`src/rtl/i8dpr_pkg.sv`:
```
package i8dpr_pkg;

	// Result queue between MAC front and requantization back
	localparam int QDEPTH = 2;
	localparam int QAW    = (QDEPTH > 1) ? $clog2(QDEPTH) : 1;
	localparam int QCW    = $clog2(QDEPTH + 1);

	// Configuration register indexes
	localparam logic [1:0] REG_IN_ZP   = 2'd0;
	localparam logic [1:0] REG_OUT_ZP  = 2'd1;
	localparam logic [1:0] REG_ACT_MIN = 2'd2;
	localparam logic [1:0] REG_ACT_MAX = 2'd3;

	// Fixed-point constants of the doubling high multiply
	localparam logic signed [63:0] ROUND_HALF = 64'sh0000_0000_4000_0000;
	localparam logic signed [31:0] INT32_MIN  = 32'sh8000_0000;
	localparam logic signed [31:0] INT32_MAX  = 32'sh7fff_ffff;

	typedef struct packed {
		logic signed [7:0] in_zp;
		logic signed [7:0] out_zp;
		logic signed [7:0] act_min;
		logic signed [7:0] act_max;
	} cfg_t;

	// One finished neuron waiting for requantization
	typedef struct packed {
		logic signed [31:0] acc;
		logic signed [31:0] mult;
		logic signed [5:0]  shift;
	} job_t;

	typedef struct packed {
		logic full;
		logic empty;
	} qstat_t;

endpackage

```
`src/rtl/i8dpr_front.sv`:
```
module i8dpr_front (
	input  logic                   clk,
	input  logic                   arst_n,
	input  logic                   in_valid,
	output logic                   in_stall,
	input  logic signed [7:0]      activation,
	input  logic signed [7:0]      weight,
	input  logic                   first_of_run,
	input  logic signed [31:0]     bias,
	input  logic signed [31:0]     scale_multiplier,
	input  logic signed [5:0]      scale_shift,
	input  logic                   last_of_run,
	input  i8dpr_pkg::cfg_t        cfg,
	input  i8dpr_pkg::qstat_t      qstat,
	output logic                   push,
	output i8dpr_pkg::job_t        job
);
	import i8dpr_pkg::*;

	logic signed [31:0] acc_q;
	logic signed [8:0]  act_off;
	logic signed [16:0] prod;
	logic signed [31:0] acc_base;
	logic signed [31:0] acc_next;
	logic               accept;

	// Hold input while the queue has no room for a finished neuron
	assign in_stall = qstat.full;
	assign accept   = in_valid && !in_stall;

	// Multiply-accumulate with 32-bit wrap
	assign act_off  = {activation[7], activation} - {cfg.in_zp[7], cfg.in_zp};
	assign prod     = act_off * weight;
	assign acc_base = first_of_run ? bias : acc_q;
	assign acc_next = acc_base + {{15{prod[16]}}, prod};

	always_ff @(posedge clk or negedge arst_n) begin
		if (!arst_n) begin
			acc_q <= '0;
		end else if (accept) begin
			acc_q <= acc_next;
		end
	end

	// Hand the finished sum to the queue on the last pair
	assign push       = accept && last_of_run;
	assign job.acc    = acc_next;
	assign job.mult   = scale_multiplier;
	assign job.shift  = scale_shift;

endmodule

```
`src/rtl/i8dpr_queue.sv`:
```
module i8dpr_queue (
	input  logic                   clk,
	input  logic                   arst_n,
	input  logic                   push,
	input  i8dpr_pkg::job_t        wr_job,
	input  logic                   pop,
	output i8dpr_pkg::job_t        head,
	output i8dpr_pkg::qstat_t      qstat
);
	import i8dpr_pkg::*;

	job_t             entry_q [QDEPTH];
	logic [QAW-1:0]   wr_ptr_q;
	logic [QAW-1:0]   rd_ptr_q;
	logic [QCW-1:0]   count_q;

	function automatic logic [QAW-1:0] ptr_inc(input logic [QAW-1:0] p);
		logic [QAW-1:0] r;
		r = (p == QAW'(QDEPTH - 1)) ? '0 : p + 1'b1;
		return r;
	endfunction

	assign qstat.full  = (count_q == QCW'(QDEPTH));
	assign qstat.empty = (count_q == '0);
	assign head        = entry_q[rd_ptr_q];

	// Store entries
	always_ff @(posedge clk) begin
		if (push) begin
			entry_q[wr_ptr_q] <= wr_job;
		end
	end

	// Advance pointers and occupancy
	always_ff @(posedge clk or negedge arst_n) begin
		if (!arst_n) begin
			wr_ptr_q <= '0;
			rd_ptr_q <= '0;
			count_q  <= '0;
		end else begin
			if (push) begin
				wr_ptr_q <= ptr_inc(wr_ptr_q);
			end
			if (pop) begin
				rd_ptr_q <= ptr_inc(rd_ptr_q);
			end
			if (push && !pop) begin
				count_q <= count_q + 1'b1;
			end else if (pop && !push) begin
				count_q <= count_q - 1'b1;
			end
		end
	end

endmodule

```
`src/rtl/i8dpr_back.sv`:
```
module i8dpr_back (
	input  logic                   clk,
	input  logic                   arst_n,
	input  i8dpr_pkg::job_t        head,
	input  i8dpr_pkg::qstat_t      qstat,
	output logic                   pop,
	input  i8dpr_pkg::cfg_t        cfg,
	output logic                   out_valid,
	input  logic                   out_stall,
	output logic signed [7:0]      neuron_value
);
	import i8dpr_pkg::*;

	logic               adv;
	logic               valid_s1, valid_s2, valid_s3, out_valid_q;
	logic signed [63:0] prod_s1;
	logic               sat_s1;
	logic signed [5:0]  shift_s1, shift_s2;
	logic signed [31:0] high_s2;
	logic signed [31:0] scaled_s3;
	logic signed [7:0]  neuron_value_q;

	logic signed [63:0] prod;
	logic signed [63:0] rsum;
	logic signed [31:0] high;
	logic signed [32:0] high_ext;
	logic [5:0]         rsh;
	logic signed [32:0] quot;
	logic               rnd;
	logic signed [31:0] scaled;
	logic signed [32:0] zsum;
	logic signed [32:0] lo_ext;
	logic signed [32:0] hi_ext;
	logic signed [7:0]  clamped;

	// Pipeline moves whenever the output register can take a value
	assign adv = !out_valid_q || !out_stall;
	assign pop = adv && !qstat.empty;

	// Stage 1: full product and saturation case
	assign prod = head.acc * head.mult;

	// Stage 2: round to nearest and keep the high word
	assign rsum = prod_s1 + ROUND_HALF;
	assign high = sat_s1 ? INT32_MAX : rsum[62:31];

	// Stage 3: wrapping left shift or rounding right shift
	assign high_ext = {high_s2[31], high_s2};
	assign rsh      = 6'd0 - shift_s2;
	assign quot     = high_ext >>> rsh;
	assign rnd      = high_s2[~shift_s2[4:0]];
	always_comb begin
		if (!shift_s2[5]) begin
			scaled = high_s2 << shift_s2[4:0];
		end else begin
			scaled = quot[31:0] + {31'd0, rnd};
		end
	end

	// Stage 4: output zero point and clamp
	assign zsum   = {scaled_s3[31], scaled_s3} + {{25{cfg.out_zp[7]}}, cfg.out_zp};
	assign lo_ext = {{25{cfg.act_min[7]}}, cfg.act_min};
	assign hi_ext = {{25{cfg.act_max[7]}}, cfg.act_max};
	always_comb begin
		priority if (zsum < lo_ext) begin
			clamped = cfg.act_min;
		end else if (zsum > hi_ext) begin
			clamped = cfg.act_max;
		end else begin
			clamped = zsum[7:0];
		end
	end

	// Valid bits
	always_ff @(posedge clk or negedge arst_n) begin
		if (!arst_n) begin
			valid_s1    <= 1'b0;
			valid_s2    <= 1'b0;
			valid_s3    <= 1'b0;
			out_valid_q <= 1'b0;
		end else if (adv) begin
			valid_s1    <= pop;
			valid_s2    <= valid_s1;
			valid_s3    <= valid_s2;
			out_valid_q <= valid_s3;
		end
	end

	// Payload stages
	always_ff @(posedge clk) begin
		if (adv) begin
			prod_s1        <= prod;
			sat_s1         <= (head.acc == INT32_MIN) && (head.mult == INT32_MIN);
			shift_s1       <= head.shift;
			high_s2        <= high;
			shift_s2       <= shift_s1;
			scaled_s3      <= scaled;
			neuron_value_q <= clamped;
		end
	end

	assign out_valid    = out_valid_q;
	assign neuron_value = neuron_value_q;

endmodule

```
`src/rtl/int8_dot_product_requant_unit.sv`:
```
// Channel   Direction  Handshake            Payload
// input     in         in_valid / in_stall  activation, weight, first_of_run, bias,
//                                           scale_multiplier, scale_shift, last_of_run
// output    out        out_valid / out_stall neuron_value
// config    in         wr_en                wr_index, wr_data
//
// One (activation, weight) pair is taken per cycle while in_stall is low; the MAC adds each pair into its register.
// After its last pair a neuron's sum is queued, then registered through the multiply, round, shift and clamp stages.
// A two-entry queue holds finished sums; input stalls only while that queue is full.
// Reset clears the accumulator, empties the queue and loads the default zero points
// and clamp bounds. A stalled output holding a valid value freezes the whole requantization pipeline.
module int8_dot_product_requant_unit (
	input  logic               clk,
	input  logic               arst_n,
	input  logic               in_valid,
	output logic               in_stall,
	input  logic signed [7:0]  activation,
	input  logic signed [7:0]  weight,
	input  logic               first_of_run,
	input  logic signed [31:0] bias,
	input  logic signed [31:0] scale_multiplier,
	input  logic signed [5:0]  scale_shift,
	input  logic               last_of_run,
	output logic               out_valid,
	input  logic               out_stall,
	output logic signed [7:0]  neuron_value,
	input  logic               wr_en,
	input  logic [1:0]         wr_index,
	input  logic [7:0]         wr_data
);
	import i8dpr_pkg::*;

	cfg_t   cfg_q;
	job_t   push_job;
	job_t   head;
	qstat_t qstat;
	logic   push;
	logic   pop;

	// Configuration registers
	always_ff @(posedge clk or negedge arst_n) begin
		if (!arst_n) begin
			cfg_q.in_zp   <= 8'sd0;
			cfg_q.out_zp  <= 8'sd0;
			cfg_q.act_min <= -8'sd128;
			cfg_q.act_max <= 8'sd127;
		end else if (wr_en) begin
			unique case (wr_index)
				REG_IN_ZP:   cfg_q.in_zp   <= wr_data;
				REG_OUT_ZP:  cfg_q.out_zp  <= wr_data;
				REG_ACT_MIN: cfg_q.act_min <= wr_data;
				REG_ACT_MAX: cfg_q.act_max <= wr_data;
				default:     cfg_q         <= cfg_q;
			endcase
		end
	end

	i8dpr_front u_front (
		.clk              (clk),
		.arst_n           (arst_n),
		.in_valid         (in_valid),
		.in_stall         (in_stall),
		.activation       (activation),
		.weight           (weight),
		.first_of_run     (first_of_run),
		.bias             (bias),
		.scale_multiplier (scale_multiplier),
		.scale_shift      (scale_shift),
		.last_of_run      (last_of_run),
		.cfg              (cfg_q),
		.qstat            (qstat),
		.push             (push),
		.job              (push_job)
	);

	i8dpr_queue u_queue (
		.clk    (clk),
		.arst_n (arst_n),
		.push   (push),
		.wr_job (push_job),
		.pop    (pop),
		.head   (head),
		.qstat  (qstat)
	);

	i8dpr_back u_back (
		.clk          (clk),
		.arst_n       (arst_n),
		.head         (head),
		.qstat        (qstat),
		.pop          (pop),
		.cfg          (cfg_q),
		.out_valid    (out_valid),
		.out_stall    (out_stall),
		.neuron_value (neuron_value)
	);

	// Queue never takes a neuron it has no room for
	assert property (@(posedge clk) disable iff (!arst_n) !(push && qstat.full))
		else $error("push into full queue");

	// Back end never reads an empty queue
	assert property (@(posedge clk) disable iff (!arst_n) !(pop && qstat.empty))
		else $error("pop from empty queue");

	// A finished neuron is waiting in the queue right after its last pair
	assert property (@(posedge clk) disable iff (!arst_n)
		(in_valid && !in_stall && last_of_run) |=> !qstat.empty)
		else $error("finished neuron lost");

endmodule
```
`config.mk`:
```
export PLATFORM = sky130hd
export DESIGN_NAME = int8_dot_product_requant_unit
export DESIGN_NICKNAME = d
export VERILOG_FILES = /design/src/rtl/i8dpr_pkg.sv /design/src/rtl/i8dpr_front.sv /design/src/rtl/i8dpr_queue.sv /design/src/rtl/i8dpr_back.sv /design/src/rtl/int8_dot_product_requant_unit.sv
export SDC_FILE = /design/constraint.sdc
export NUM_CORES = 2
export LEC_CHECK = 0
export BUFFER_PORTS_ARGS = -buffer_cell sky130_fd_sc_hd__buf_2
export CAP_MARGIN = 25
export CORE_MARGIN = 2
export CORE_UTILIZATION = 50
export CTS_BUF_LIST = sky130_fd_sc_hd__clkbuf_8
export CTS_CLUSTER_DIAMETER = 60
export DETAILED_ROUTE_END_ITERATION = 8
export HOLD_SLACK_MARGIN = 0.08
export PLACE_DENSITY_LB_ADDON = 0.1
export SETUP_SLACK_MARGIN = 0.15
export SYNTH_ARGS = -nofsm -noshare
export SYNTH_HDL_FRONTEND = slang
export SYNTH_SLANG_ARGS = --single-unit
```
`constraint.sdc`:
```
create_clock -name clk -period 12.9 [get_ports clk]
set_input_delay 1.29 -clock clk [delete_from_list [all_inputs] [get_ports clk]]
set_output_delay 1.29 -clock clk [all_outputs]
set_load 0.05 [all_outputs]
```
**Word-level counts from Yosys, hierarchy flattened**

Memory sizes are Yosys's and may differ from the RTL's.
Cells that the tools add are included.

- Bits in registers: 220
- RAM bits: 140
- Memories kept: 1

- Add/subtract/negate cells: 10
- $mul: 2
- Order comparisons: 3
- Equality and inequality tests: 6
- Shift operators: 2
- Muxes and demuxes: 12
- Bitwise operators: 1
- Reductions and logical operators: 20

Memory list:

| name | depth | bits a word | read ports | clocked after memory_dff | wr ports | RTL line | RTL |
|---|---|---|---|---|---|---|---|
| u_queue.entry_q | 2 | 70 | 1 | 0 | 1 | i8dpr_queue.sv:12 | `job_t entry_q [QDEPTH];` |

Operators by type and width:

| kind | number |
|---|---|
| == test 32 bit (second input constant) | 2 |
| 2-to-1 mux 32 bit | 2 |
| adder 63 x 32 -> 63 bit (second input constant) | 1 |
| multiplier 32 x 32 -> 63 bit | 1 |
| adder 32 x 8 -> 33 bit | 1 |
| greater-than comparator 33 x 8 -> 1 bit | 1 |
| < comparator 33 x 8 -> 1 bit | 1 |
| adder 32 x 1 -> 32 bit | 1 |
| adder 32 bit | 1 |
| << shifter 32 x 5 -> 32 bit | 1 |
| >>> shifter 32 x 6 -> 32 bit | 1 |
| multiplier 9 x 8 -> 17 bit | 1 |
| 2-to-1 mux 8 bit | 2 |
| subtractor 8 x 8 -> 9 bit | 1 |
| AND reduction 2 bit | 4 |
| == test 2 bit (second input constant) | 3 |
| logical AND 1 bit | 6 |
| zero test 1 bit | 6 |
| < comparator 5 x 6 -> 1 bit (second input constant) | 1 |
| subtractor 1 x 6 -> 6 bit (first input constant) | 1 |
| binary-select mux 1 bit (select 5 bit) | 1 |
| 2-to-1 mux 1 bit | 5 |
| NOT 5 bit | 1 |
| zero test 2 bit | 2 |
| other kinds (7) | 9 |

**Logic depth before layout (Yosys ltp)**

- Depth in word-level cells: 8
- Depth in mapped cells: 40
- Gate-level depth less buffers: 40

**Hierarchy**

Synthesis repeated with hierarchy kept, for this count alone.

- Cells, all modules: 5966
- Area total of the unflattened synthesis: 60651.9 µm²

By module, submodules not included:

| module | times used | cells each | area an instance (µm²) | sequential area each (µm²) |
|---|---|---|---|---|
| i8dpr_back | 1 | 4910 | 47200.3 | 3643.5 |
| i8dpr_front | 1 | 754 | 6640.1 | 800.8 |
| i8dpr_queue | 1 | 234 | 5589.1 | 4304.1 |
| int8_dot_product_requant_unit | 1 | 68 | 1222.4 | 810.8 |

**Worst setup path before layout**

OpenSTA, ideal clock, no wires.

- Path type: flip-flop to flip-flop
- From: register u_queue.rd_ptr_q
- To: register u_back.prod_s1[59], data pin
- Setup time: 0.258 ns
- Arrival: 9.515 ns
- Data required time: 12.642 ns
- Slack: 3.128 ns
- Cell stages (with the launch flop): 33
- Buffers on the path: 6
- Period minus slack after synthesis: 9.772 ns
- Cells stage by stage: dfrtp_1 -> buf_1 -> buf_1 -> clkbuf_1 -> clkbuf_1 -> clkbuf_1 -> mux2i_1 -> clkbuf_1 -> nor2_1 -> fa_1 -> fa_1 -> inv_1 -> fa_1 -> inv_1 -> fa_1 -> fa_1 -> fa_1 -> fa_1 -> inv_1 -> fa_1 -> inv_1 -> ha_1 -> a21o_1 -> a21oi_1 -> o21bai_1 -> a21o_1 -> a221o_1 -> a21o_1 -> a31oi_1 -> o31ai_1 -> a21o_1 -> a21oi_1 -> xnor2_1

- Word-level cells in the longest chain between the ends: 2

Ends and longest elaborated chain:

| what | RTL line | RTL |
|---|---|---|
| start, declared | i8dpr_queue.sv:14 | `logic [QAW-1:0] rd_ptr_q;` |
| start signal, assigned | i8dpr_queue.sv:45 | `rd_ptr_q <= ptr_inc(rd_ptr_q);` |
| memory read (2 x 70 bit) | -- |  |
| multiplier 32 x 32 -> 63 bit | i8dpr_back.sv:41 | `assign prod = head.acc * head.mult;` |
| net u_back.prod[59] | i8dpr_back.sv:23 | `logic signed [63:0] prod;` |
| end signal, assigned | i8dpr_back.sv:92 | `prod_s1 <= prod;` |
| end, declared | i8dpr_back.sv:16 | `logic signed [63:0] prod_s1;` |

The timed path passes the listed nets, and every way through them passes these cells.
A chain may end at the register's enable or synchronous reset.

**Worst setup path in the final report**

Ends and elaborated chain as after synthesis.

==> results.json <==
{
  "path_max_fanout": 51,
  "fmax_ghz": 0.09162,
  "worstPathRequired_ns": 13.40,
  "ioPinCount": 113,
  "synth_cell_types": 90,
  "clock-sinks": 330,
  "start_util": 0.5024,
  "final-setup-viol-count": 0,
  "max_stage_delay_ns": 0.96,
  "tritoncts": "built",
  "core_region_area_um2": 115900,
  "crit_path_end_kind": "flop",
  "fill_cells": 10668,
  "crit_arrival_ns": 11.42,
  "fp-row-count": 125,
  "path_buf_inv": 5,
  "die_w_um": 345.2,
  "worst-slew-pin-transition_ns": 1.117,
  "synth_top_area_frac": 0.3906,
  "grt_pass1_wl_um": 279500,
  "routabilityCongestion": 0.9594,
  "wire_per_inst_um": 24.02,
  "crit_start": "u_queue.rd_ptr_q",
  "ctsHoldBuffers": 0,
  "hold_violations": 0,
  "synth_edf_count": 258,
  "post-route-period-util": 0.8461,
  "yosys_warnings": 0,
  "ys_ff_latch": 330,
  "ctsResizeCount": 0,
  "maxCapViolCount": 0,
  "yosys-top-cells-count": "1136 x fa_1, 1127 x inv_1, 734 x nand2_1",
  "root_buffer": "clkbuf_8",
  "drt_iter0_drc": 3561,
  "cp_top_family": "adder cells",
  "worst_path_max_delay_cell": "dfrtp_4",
  "synth.most_common_cell": "fa_1",
  "syn_inst": 5927,
  "relSlewSlack": 0.2404,
  "path_common_cell": "fa_1",
  "seq_area_frac_synth": 0.1642,
  "drive_gt1_frac": 0.09861,
  "status": "completed",
  "viasPerCell": 5.642,
  "clk_pin_slew_ns": 0.06,
  "period_minus_slack_ns": 10.91,
  "drt-total-wl_um": 182200,
  "grt_usage": 0.3137,
  "syn_to_final_growth_pct": 7.156,
  "port_buffers": 112,
  "worstSkewPairLatency_ns": 0.75,
  "clockBufferDepth": 3,
  "drc_errors": 0,
  "post_cts_buffers": 0,
  "slew_violations": 0,
  "dr.pass1.iters": 6,
  "nets": 7586,
  "ys.flop_type": "edfxtp_1",
  "rsz0062_at_grt": "no",
  "ys_top_cells_by_area": "fa_1 39%, edfxtp_1 13%, ha_1 7.4%",
  "grt_start_max_net_pins": 77,
  "overflow": 0,
  "dp_hpwl_um": 145500,
  "antenna_found_initial": 4,
  "cts_inserted_buffers": 61,
  "critical_path_class": "reg -> reg",
  "synth_area_um2": 58220,
  "avgSynthCellArea_um2": 9.824,
  "htree_levels": 2,
  "setup_tns_ns": 0,
  "grt_pass1_vias": 45534,
  "start_kind": "flop",
  "syn_nets": 7511,
  "hold_start": "u_back.shift_s1[3]",
  "hold_ws_ns": 0.3788,
  "yosysTopAreaCell": "fa_1",
  "async_flop_share": 0.2182,
  "hp-class": "reg -> reg",
  "die_h_um": 345.2,
  "ant_nets": 0,
  "fin_worst_skew_ns": 0.06025,
  "dieArea_um2": 119200,
  "route.vias.total": 42785,
  "r2r-start": "u_queue.rd_ptr_q"
}
-- cell families after synthesis --
kind of cell	synth area share
AO/OA/AOI/OAI	0.06109
flip-flops	0.1642
XOR/XNOR	0.02869
AND/OR/NAND/NOR	0.1274
multiplexers	0.06546
buffers and inverters	0.08849
adder cells (fa/ha/maj)	0.4647
-- worst paths after layout --
kind	slack (ns)	cells past startpoint	to
min reg2reg	0.38	0	u_back.shift_s2[3]
max	1.99	27	u_back.prod_s1[59]
max in group asynchronous	11.31	2	u_queue.rd_ptr_q
min in group asynchronous	0.41	1	u_front.acc_q[22]
min	0.38	0	u_back.shift_s2[3]
max reg2reg	1.99	27	u_back.prod_s1[59]
-- sequential cells by signal, summed over array words and instances (netlist names), 8 cells and up --
signal,flops
u_queue.entry_q,140
u_back.prod_s1,33
u_front.acc_q,32
u_back.high_s2,32
cfg_q,32
u_back.scaled_s3,32
u_back.neuron_value,8
-- routing by layer --
metal  track usage  up-vias  part of all wire
met5             0        -          0.000060
met4        0.1199        2             0.046
met3       0.06651      422             0.088
met2        0.5081     1863              0.46
met1        0.4157    21701              0.40
li1              -    18797                 -
-- stage by stage --
stage	area [um^2]	instances	utilization	worst slack (ns)
global route	62380	7580	0.5383	1.464
detailed placement	61110	7463	0.5273	2.061
floorplan	58220	5927	-	3.128
global placement	61030	7459	0.5267	2.159
finish	62390	7583	0.5384	1.986
CTS	62380	7578	0.5382	1.991
-- cell usage in the layout, fill, tap and decap left out, types with 15 or more instances in the layout --
cell      Yosys  final
nor2_1      656    655
mux2i_4       0     18
clkbuf_8      0     64
ha_1        345    345
nor3_1       36     36
inv_1      1127   1147
and3_1       26     25
nand2_1     734    733
xor2_1       63     63
nand3_1      45     45
o21ai_0      84     84
a31oi_1      28     28
nor4_1       16     16
dfrtp_1      64     63
nand2b_1     41     41
edfxtp_1    258    258
mux2i_1     104     63
mux4_2       59     59
o211ai_1     21     21
mux2i_2       0     23
o22ai_1      15     15
mux2_2      128    128
a211oi_1     28     28
xnor2_1     117    117
a21o_1       65     65
nor2b_1      38     38
o21bai_1     36     36
buf_4         4    122
fa_1       1136   1136
buf_2         8    111
and2_1       54     55
a21oi_1     160    158
o21a_1       31     31
nand4_1      41     41
-- cell type report --
type	instances	area, um^2	share of cell area
multi-input cells	4241	43850	0.7029
diodes	5	12.51	0.0002005
well taps	1524	1907	0.03056
flip-flops and latches	330	9563	0.1533
inverters	1132	4249	0.06810
clock buffers	64	880.8	0.01412
clock inverters	51	385.4	0.006177
repair buffers	236	1541	0.02471
Power is not shown: default switching activity piles up to over one toggle a cycle in this logic, so the estimate is an artifact.
